<file path="src/rtl/cesd_pkg.sv">
package cesd_pkg;

    // decoder mode, plain or one per kind of pending escape
    typedef enum logic [2:0] {
        MODE_PLAIN  = 3'd0,
        MODE_BSLASH = 3'd1,
        MODE_CARET  = 3'd2,
        MODE_HEX    = 3'd3,
        MODE_OCT    = 3'd4,
        MODE_DEC    = 3'd5
    } mode_t;

    localparam int ACC_W = 10;
    localparam int CNT_W = 2;

    // results of one source byte, one or two decoded bytes
    typedef struct packed {
        logic       two;
        logic [7:0] b0;
        logic [7:0] b1;
        logic       last;
    } bundle_t;

endpackage

</file>
<file path="src/rtl/c_escape_sequence_decoder_unit.sv">
// c string escape decoder: source bytes go in by push/full with end_of_string on the last
// byte of a string, decoded bytes come out by empty/pop with last on the final decoded byte.
// backslash escapes n t b r and backslash are decoded, \x takes up to 2 hex digits, \0 up to
// 2 more octal digits, \1..\9 up to 3 decimal digits in all (value mod 256); with caret_enable
// set, ^c gives c & 0x1f. a non-digit ending a numeric escape is then decoded as plain text,
// so one source byte may give two decoded bytes. a trailing backslash or caret is passed
// through literally and a pending numeric value is flushed at end of string. caret_enable
// resets to 1, written through the cfg channel (cfg_ready is always high); the user must write
// it only while idle, which the block does not enforce. a source byte is accepted each cycle
// that full is low; the classifier works in the same cycle and hands a one- or two-byte bundle
// to a QUEUE_DEPTH-entry bundle queue, from which the output register loads it and hands out
// one decoded word per pop, a two-byte bundle in two pops. full rises only when the queue backs up.
module c_escape_sequence_decoder_unit
    import cesd_pkg::*;
#(
    parameter int QUEUE_DEPTH = 4
)
(
    input  logic       clk,
    input  logic       rst_n,
    // config write channel
    input  logic       cfg_valid,
    output logic       cfg_ready,
    input  logic       cfg_data,
    // source side
    input  logic       push,
    output logic       full,
    input  logic [7:0] in_byte,
    input  logic       end_of_string,
    // result side
    output logic       empty,
    input  logic       pop,
    output logic [7:0] out_byte,
    output logic       last
);

    logic    caret_enable_reg;
    logic    accept;
    logic    bundle_valid;
    bundle_t bundle;
    bundle_t q_data;
    logic    q_empty, q_pop;

    // config register, always ready
    assign cfg_ready = 1'b1;

    always_ff @(posedge clk or negedge rst_n)
    begin
        if (!rst_n)
        begin
            caret_enable_reg <= 1'b1;
        end
        else if (cfg_valid && cfg_ready)
        begin
            caret_enable_reg <= cfg_data;
        end
    end

    // a source word is taken whenever the queue has room
    assign accept = push && !full;

    // classifier and escape state
    cesd_front u_front (
        .clk           (clk),
        .rst_n         (rst_n),
        .caret_enable  (caret_enable_reg),
        .accept        (accept),
        .in_byte       (in_byte),
        .end_of_string (end_of_string),
        .bundle_valid  (bundle_valid),
        .bundle        (bundle)
    );

    // bundles between classifier and output stage
    cesd_queue #(
        .DEPTH (QUEUE_DEPTH)
    ) u_queue (
        .clk   (clk),
        .rst_n (rst_n),
        .wr    (accept && bundle_valid),
        .wdata (bundle),
        .full  (full),
        .rd    (q_pop),
        .rdata (q_data),
        .empty (q_empty)
    );

    // output stage, one decoded word per pop
    cesd_back u_back (
        .clk      (clk),
        .rst_n    (rst_n),
        .q_empty  (q_empty),
        .q_data   (q_data),
        .q_pop    (q_pop),
        .empty    (empty),
        .pop      (pop),
        .out_byte (out_byte),
        .last     (last)
    );

endmodule

</file>
<file path="src/rtl/cesd_front.sv">
module cesd_front
    import cesd_pkg::*;
(
    input  logic    clk,
    input  logic    rst_n,
    input  logic    caret_enable,
    input  logic    accept,
    input  logic [7:0] in_byte,
    input  logic    end_of_string,
    output logic    bundle_valid,
    output bundle_t bundle
);

    localparam logic [7:0] CH_BSLASH = 8'h5C;
    localparam logic [7:0] CH_CARET  = 8'h5E;
    localparam logic [7:0] CH_0      = 8'h30;
    localparam logic [7:0] CH_1      = 8'h31;
    localparam logic [7:0] CH_9      = 8'h39;
    localparam logic [7:0] CH_LA     = 8'h61;
    localparam logic [7:0] CH_LF     = 8'h66;
    localparam logic [7:0] CH_UA     = 8'h41;
    localparam logic [7:0] CH_UF     = 8'h46;
    localparam logic [7:0] CH_LX     = 8'h78;
    localparam logic [7:0] CH_UX     = 8'h58;
    localparam logic [7:0] CH_N      = 8'h6E;
    localparam logic [7:0] CH_T      = 8'h74;
    localparam logic [7:0] CH_B      = 8'h62;
    localparam logic [7:0] CH_R      = 8'h72;
    localparam logic [7:0] CH_0A     = 8'h0A;
    localparam logic [7:0] CH_TAB    = 8'h09;
    localparam logic [7:0] CH_BS     = 8'h08;
    localparam logic [7:0] CH_CR     = 8'h0D;

    // {valid, value} of c as a hex digit
    function automatic logic [4:0] hex_digit(input logic [7:0] c);
        logic [7:0] t;
        begin
            t = 8'h00;
            if (c inside {[CH_0:CH_9]}) begin
                t = c - CH_0;
                hex_digit = {1'b1, t[3:0]};
            end else if (c inside {[CH_LA:CH_LF]}) begin
                t = c - CH_LA + 8'd10;
                hex_digit = {1'b1, t[3:0]};
            end else if (c inside {[CH_UA:CH_UF]}) begin
                t = c - CH_UA + 8'd10;
                hex_digit = {1'b1, t[3:0]};
            end else begin
                hex_digit = 5'b0;
            end
        end
    endfunction

    function automatic logic [7:0] esc_map(input logic [7:0] c);
        begin
            case (c)
                CH_N:    esc_map = CH_0A;
                CH_T:    esc_map = CH_TAB;
                CH_B:    esc_map = CH_BS;
                CH_R:    esc_map = CH_CR;
                default: esc_map = c;
            endcase
        end
    endfunction

    mode_t            mode_reg, mode_next, mode_step, plain_tgt;
    logic [ACC_W-1:0] acc_reg, acc_next, acc_step, acc_new, acc_mul;
    logic [CNT_W-1:0] cnt_reg, cnt_next, cnt_step, cnt_plus, limit;
    logic [4:0]       hd;
    logic             is_num, is_digit, take_digit, lim_hit, plain_go;
    logic             e1, e2, e3;
    logic [7:0]       v1, v2, v3;

    always_ff @(posedge clk or negedge rst_n)
    begin
        if (!rst_n)
        begin
            mode_reg <= MODE_PLAIN;
            acc_reg  <= '0;
            cnt_reg  <= '0;
        end
        else if (accept)
        begin
            mode_reg <= mode_next;
            acc_reg  <= acc_next;
            cnt_reg  <= cnt_next;
        end
    end

    // digit recognition for the pending numeric escape
    assign is_num = (mode_reg == MODE_HEX) || (mode_reg == MODE_OCT) || (mode_reg == MODE_DEC);
    assign hd     = hex_digit(in_byte);
    assign limit  = (mode_reg == MODE_HEX) ? 2'd2 : 2'd3;

    always_comb
    begin
        case (mode_reg)
            MODE_HEX:
            begin
                is_digit = hd[4];
                acc_mul  = {acc_reg[5:0], 4'b0};
            end
            MODE_OCT:
            begin
                is_digit = hd[4] && (hd[3:0] < 4'd8);
                acc_mul  = {acc_reg[6:0], 3'b0};
            end
            default:
            begin
                is_digit = hd[4] && (hd[3:0] < 4'd10);
                acc_mul  = {acc_reg[6:0], 3'b0} + {acc_reg[8:0], 1'b0};
            end
        endcase
    end

    assign take_digit = is_num && is_digit && (cnt_reg < limit);
    assign acc_new    = acc_mul + {6'b0, hd[3:0]};
    assign cnt_plus   = cnt_reg + 2'd1;
    assign lim_hit    = (cnt_plus >= limit);
    assign plain_go   = (is_num && !take_digit) ||
                        !(is_num || mode_reg == MODE_BSLASH || mode_reg == MODE_CARET);
    assign plain_tgt  = (in_byte == CH_BSLASH) ? MODE_BSLASH :
                        ((in_byte == CH_CARET) && caret_enable) ? MODE_CARET : MODE_PLAIN;

    // next state
    always_comb
    begin
        mode_step = mode_reg;
        acc_step  = acc_reg;
        cnt_step  = cnt_reg;
        case (mode_reg)
            MODE_BSLASH:
            begin
                acc_step  = '0;
                cnt_step  = '0;
                mode_step = MODE_PLAIN;
                if (in_byte == CH_LX || in_byte == CH_UX)
                begin
                    mode_step = MODE_HEX;
                end
                else if (in_byte == CH_0)
                begin
                    mode_step = MODE_OCT;
                    cnt_step  = 2'd1;
                end
                else if (in_byte inside {[CH_1:CH_9]})
                begin
                    mode_step = MODE_DEC;
                    acc_step  = {2'b0, in_byte - CH_0};
                    cnt_step  = 2'd1;
                end
            end
            MODE_CARET:
            begin
                mode_step = MODE_PLAIN;
            end
            MODE_HEX, MODE_OCT, MODE_DEC:
            begin
                if (take_digit && !lim_hit)
                begin
                    acc_step = acc_new;
                    cnt_step = cnt_plus;
                end
                else
                begin
                    acc_step  = '0;
                    cnt_step  = '0;
                    mode_step = take_digit ? MODE_PLAIN : plain_tgt;
                end
            end
            default:
            begin
                mode_step = plain_tgt;
            end
        endcase
        mode_next = end_of_string ? MODE_PLAIN : mode_step;
        acc_next  = end_of_string ? '0 : acc_step;
        cnt_next  = end_of_string ? '0 : cnt_step;
    end

    // emitted bytes
    always_comb
    begin
        e1 = 1'b0;
        v1 = 8'h00;
        case (mode_reg)
            MODE_BSLASH:
            begin
                e1 = (mode_step == MODE_PLAIN);
                v1 = esc_map(in_byte);
            end
            MODE_CARET:
            begin
                e1 = 1'b1;
                v1 = in_byte & 8'h1F;
            end
            MODE_HEX, MODE_OCT, MODE_DEC:
            begin
                e1 = !take_digit || lim_hit;
                v1 = take_digit ? acc_new[7:0] : acc_reg[7:0];
            end
            default:
            begin
                e1 = 1'b0;
            end
        endcase
        e2 = plain_go && (plain_tgt == MODE_PLAIN);
        v2 = in_byte;
        e3 = end_of_string && (mode_step != MODE_PLAIN);
        case (mode_step)
            MODE_BSLASH: v3 = CH_BSLASH;
            MODE_CARET:  v3 = CH_CARET;
            default:     v3 = acc_step[7:0];
        endcase
        bundle_valid = e1 || e2 || e3;
        bundle.two   = (e1 && e2) || (e1 && e3) || (e2 && e3);
        bundle.b0    = e1 ? v1 : (e2 ? v2 : v3);
        bundle.b1    = (e1 && e2) ? v2 : v3;
        bundle.last  = end_of_string;
    end

endmodule

</file>
<file path="src/rtl/cesd_queue.sv">
module cesd_queue
    import cesd_pkg::*;
#(
    parameter int DEPTH = 4
)
(
    input  logic    clk,
    input  logic    rst_n,
    input  logic    wr,
    input  bundle_t wdata,
    output logic    full,
    input  logic    rd,
    output bundle_t rdata,
    output logic    empty
);

    // the user must keep depth a power of two so the pointers wrap; the queue does not enforce it
    localparam int AW = (DEPTH > 1) ? $clog2(DEPTH) : 1;
    localparam int CW = $clog2(DEPTH + 1);

    bundle_t       mem [DEPTH];
    logic [AW-1:0] wptr_reg, rptr_reg;
    logic [CW-1:0] count_reg;

    assign full  = (count_reg == CW'(DEPTH));
    assign empty = (count_reg == '0);
    assign rdata = mem[rptr_reg];

    always_ff @(posedge clk)
    begin
        if (wr)
        begin
            mem[wptr_reg] <= wdata;
        end
    end

    always_ff @(posedge clk or negedge rst_n)
    begin
        if (!rst_n)
        begin
            wptr_reg  <= '0;
            rptr_reg  <= '0;
            count_reg <= '0;
        end
        else
        begin
            if (wr)
            begin
                wptr_reg <= wptr_reg + AW'(1);
            end
            if (rd)
            begin
                rptr_reg <= rptr_reg + AW'(1);
            end
            if (wr && !rd)
            begin
                count_reg <= count_reg + CW'(1);
            end
            else if (rd && !wr)
            begin
                count_reg <= count_reg - CW'(1);
            end
        end
    end

endmodule

</file>
<file path="src/rtl/cesd_back.sv">
module cesd_back
    import cesd_pkg::*;
(
    input  logic       clk,
    input  logic       rst_n,
    input  logic       q_empty,
    input  bundle_t    q_data,
    output logic       q_pop,
    output logic       empty,
    input  logic       pop,
    output logic [7:0] out_byte,
    output logic       last
);

    bundle_t cur_reg;
    logic    valid_reg, second_reg;
    logic    done;

    // current bundle finishes with this pop
    assign done  = pop && valid_reg && (!cur_reg.two || second_reg);
    assign q_pop = (!valid_reg || done) && !q_empty;

    assign empty    = !valid_reg;
    assign out_byte = second_reg ? cur_reg.b1 : cur_reg.b0;
    assign last     = cur_reg.last && (!cur_reg.two || second_reg);

    always_ff @(posedge clk)
    begin
        if (q_pop)
        begin
            cur_reg <= q_data;
        end
    end

    always_ff @(posedge clk or negedge rst_n)
    begin
        if (!rst_n)
        begin
            valid_reg  <= 1'b0;
            second_reg <= 1'b0;
        end
        else if (q_pop)
        begin
            valid_reg  <= 1'b1;
            second_reg <= 1'b0;
        end
        else if (done)
        begin
            valid_reg  <= 1'b0;
            second_reg <= 1'b0;
        end
        else if (pop && valid_reg)
        begin
            second_reg <= 1'b1;
        end
    end

`ifndef SYNTH
    // first byte of a pair taken: second byte follows
    a_pair_second: assert property (@(posedge clk) disable iff (!rst_n)
        (pop && valid_reg && cur_reg.two && !second_reg) |=> (valid_reg && second_reg))
        else $error("second byte of pair lost");

    // queue is never read while empty
    a_no_underflow: assert property (@(posedge clk) disable iff (!rst_n)
        q_pop |-> !q_empty)
        else $error("queue read while empty");

    // second byte only ever shown for a pair
    a_second_pair: assert property (@(posedge clk) disable iff (!rst_n)
        second_reg |-> (valid_reg && cur_reg.two))
        else $error("second byte shown for single bundle");
`endif

endmodule

</file>
<file path="config.mk">
export PLATFORM = sky130hd
export DESIGN_NAME = c_escape_sequence_decoder_unit
export DESIGN_NICKNAME = d
export VERILOG_FILES = /design/src/rtl/cesd_pkg.sv /design/src/rtl/c_escape_sequence_decoder_unit.sv /design/src/rtl/cesd_front.sv /design/src/rtl/cesd_queue.sv /design/src/rtl/cesd_back.sv
export SDC_FILE = /design/constraint.sdc
export NUM_CORES = 1
export LEC_CHECK = 0
export BUFFER_PORTS_ARGS = -buffer_cell sky130_fd_sc_hd__clkbuf_2
export CORE_MARGIN = 4
export CORE_UTILIZATION = 56
export CTS_CLUSTER_DIAMETER = 50
export DETAILED_ROUTE_END_ITERATION = 12
export PLACE_DENSITY = 0.76
export SLEW_MARGIN = 20
export SYNTH_ARGS = -nofsm -noshare
export SYNTH_HDL_FRONTEND = slang
export SYNTH_SLANG_ARGS = --single-unit
</file>
<file path="constraint.sdc">
create_clock -name clk -period 3.56 [get_ports clk]
set_clock_uncertainty 0.05 [all_clocks]
set_input_delay 0.178 -clock clk [delete_from_list [all_inputs] [get_ports clk]]
set_output_delay 0.178 -clock clk [all_outputs]
set_load 0.01 [all_outputs]
</file>
==> run metrics <==
Rel. slew slack 34.9%; antenna diode count 0; status finished with violations; vias in the first global route 5358; first-pass GRT wire length 29600 um; CP most frequent cell ha_4; Synth Area in Compound Gates 15.8%; Routed WL per cell 22.7 um; clk buf depth 2; Hold WS 0.0150 ns; P&R area growth vs syn 33.3%; P_sw 1.50 mW; Async SR Flop Fraction 20.4%; Pre-antenna DRT Iters 7; Worst-path clk slew 0.05 ns; core area 0.0110 sq mm; switching part of the total power 29.4%; post-synthesis sequential area ratio 51.7%; power share of the sequential group 40.6%; Int Pwr 3.59 mW; worst slack, placed -0.908 ns; Combinational Power Share 26.9%; CTS Buf Count 17; Die ar. 0.0131 sq mm; CP Class in -> reg; Die Width 114 um; Post-Syn Area 0.00634 sq mm; max reg flops 72; TritonCTS clock tree done; Final Setup Violations 34; Routed Antenna Nets 0; via/cell ratio 6.41; I/O Buffers 25; slew at the pin closest to its max-slew limit 0.977 ns; period utilization 106%; CP Cell Sequence buf_8, clkinvlp_4, ha_4, or4b_4, a311o_1, a221oi_2, nor2_1, xor2_1, ha_4, a211o_1, o32a_1, a31oi_4, nand2b_4, xnor2_4, a222oi_1, o22ai_2; H-Tree Depth 4; critical path capture point type flop; Die H 114 um; GR Util All Layers 29.8%; final hold viol count 0; simple-gate share of the synthesized area 13.0%; Final min period 3.77 ns; CP Data Arrival Time 3.84 ns; Avg Cell Area, Syn 11.9 sq um; Max stage delay on crit path 0.48 ns; Iter 0 DRT Violations 683; largest net degree at the start of global routing 24; post-synthesis mux area share 9.19%; Post-Synth Adder-Cell Area 5.17%; maximum VDD drop 0.000682 V; grt total ovfl 0; Final WS setup -0.210 ns; Worst setup SP type input pin; layout cell share with drive strength beyond 1 38.2%; total power 5.08 mW; Max Clk Rate 0.265 GHz; Clock power frac 32.5%; Req. time, crit path 3.63 ns; Max-Cap Viols 0; Synth Net Count 573; Slowest cell on crit path or4b_4; Yosys top cell area share 42.6%; leakage power figure 3.45 nW; io pins 27; unrepaired setup endpoints after global routing yes; Starting Density 57.8%; largest family of logic cells by synthesized area compound AO/OA/AOI/OAI gates; GP Congestion 1.01; Sink Count 113; worst hold stages 3; via count 5333; library cells used by synthesis 73; Routed Wire Length 18900 um; HP Class in -> reg; XOR/XNOR Fraction of Synth Area 2.35%; Root Buffer clkbuf_16; initial antenna violation count 0; worst-skew pair later-pin latency 0.41 ns; PD cells 601 mW/mm^2; top area cells in the synthesized netlist edfxtp_1 (43%), dfrtp_1 (8.7%), mux4_2 (6.4%), ha_1 (4.5%), nand2_1 (2.5%); area leader, netlist edfxtp_1; EDFF count, synth 90; row count 38; Final Max Slew Viols 0; failing checks setup timing; DRC viols 0; Reg2Reg Depth 11; cell count after synthesis 533; CP max FO 4; Syn. warnings 0; ys flop type edfxtp_1; flops & latches, synth 113; dpl hpwl 12700 um; layout net count 719
routing by layer:
metal	vias up	share of wire, %	track usage, %
met4	0	4.7	12.1
met1	2570	39	38.0
li1	2361	-	-
met3	86	7.7	6.45
met5	-	0	0
met2	316	49	49.4
kinds of logic after synthesis:
family / count (synthesis)
other cells: 1
mux: 34
xor+xnor: 17
fa+ha+maj: 25
flops: 113
simple gates: 160
compound gates: 140
buf+inv: 43
per-stage QoR:
stage	cell area [sq um]	std cells	setup TNS, ns	util, %
2_1_floorplan	6430	533	-5.03	-
3_3_place_gp	7520	785	-47.04	68.4
3_5_place_dp	7520	785	-60.66	68.4
4_1_cts	8200	820	-1.50	74.7
5_1_grt	8460	832	-9.36	77.0
6_report	8460	832	-4.43	77.0
power groups by stage:
stage | clock network, mW | registers (mW) | logic [mW]
final | 1.65 | 2.06 | 1.37
after global routing | 1.73 | 2.09 | 1.48
after global placement | 0 | 2.04 | 1.23
after CTS | 1.66 | 2.06 | 1.34
after floorplan | 0 | 1.96 | 0.885
after detailed placement | 0 | 2.08 | 1.28
repair_timing:
| action | 4_1_cts | 5_1_grt |
|---|---|---|
| hold buffers | 3 | 0 |
| setup endpoints to repair | 44 | 54 |
| gates resized for setup | 13 | 28 |
| pin swaps | 16 | 24 |
| endpoints found under the hold margin | 23 | 0 |
| setup buffers | 1 | 13 |
worst max-delay path: cells and delay by family:
family | cells | cell delay, ns
buf+inv | 2 | 0.20
fa+ha+maj | 2 | 0.36
xor+xnor | 2 | 0.26
simple gates | 3 | 0.76
compound gates | 7 | 2.07
worst paths after layout:
path / start / to / slack (ns)
max: in_byte[1] / u_queue.mem[0][6]$_DFFE_PP_ / -0.21
min: pop / u_back.second_reg$_DFFE_PN0P_ / 0.02
max reg2reg: u_front.mode_reg[1]$_DFFE_PN0P_ / u_queue.mem[0][6]$_DFFE_PP_ / 0.02
min reg2reg: u_front.acc_reg[7]$_DFFE_PN0P_ / u_front.acc_reg[7]$_DFFE_PN0P_ / 0.48
max in group asynchronous: rst_n / u_back.valid_reg$_DFFE_PN0N_ / 2.74
min in group asynchronous: rst_n / u_front.cnt_reg[0]$_DFFE_PN0P_ / 0.28
synth_stat cells, types with 3 or more instances:
| cell | instances |
|---|---|
| clkbuf_1 | 21 |
| a21o_1 | 8 |
| mux4_2 | 18 |
| or2_2 | 3 |
| a211o_1 | 3 |
| nand2_1 | 43 |
| ha_1 | 23 |
| xor2_1 | 9 |
| o22ai_1 | 10 |
| a21oi_1 | 28 |
| dfrtp_1 | 22 |
| and2_1 | 13 |
| nand2b_1 | 7 |
| o21ai_1 | 6 |
| nor3_1 | 13 |
| inv_1 | 17 |
| nor4_1 | 5 |
| xnor2_1 | 8 |
| edfxtp_1 | 90 |
| nor3b_1 | 3 |
| o21ai_0 | 16 |
| a221o_1 | 3 |
| a22o_1 | 8 |
| a222oi_1 | 4 |
| o211ai_1 | 4 |
| o31ai_1 | 3 |
| a221oi_1 | 3 |
| nand3_1 | 14 |
| nor2_1 | 31 |
| mux2i_1 | 5 |
| a31oi_1 | 11 |
| nor2b_1 | 5 |
| and3_1 | 9 |
| o21a_1 | 6 |
| a22oi_1 | 3 |
| mux2_2 | 10 |
cell usage in the layout, fill, tap and decap left out, drive strengths merged, types with 4 or more instances in the layout:
cell,Yosys,final
buf,5,126
edfxtp,90,90
nand2,43,43
clkbuf,21,43
nor2,31,31
a21oi,29,29
ha,23,23
dfrtp,22,22
o21ai,22,22
mux4,18,18
inv,17,18
nand3,14,14
and2,13,13
nor3,13,13
a31oi,12,12
mux2,11,11
o22ai,10,10
and3,9,9
xor2,9,9
a21o,8,8
a22o,8,8
xnor2,8,8
nand2b,7,7
o21a,6,6
nor2b,5,5
mux2i,5,5
clkinvlp,0,5
nor4,5,5
clkinv,0,5
o211ai,4,4
a222oi,4,4
or2,4,4
area by class of cell:
type,count,area (sq um)
clock inverter,13,136
inverter,17,67.6
timing repair buffer,153,1170
multi-input combinational,377,3190
tap,140,175
clock buffer,19,443
fill,659,2520
sequential,113,3280
(Power assumes the default switching activity.)
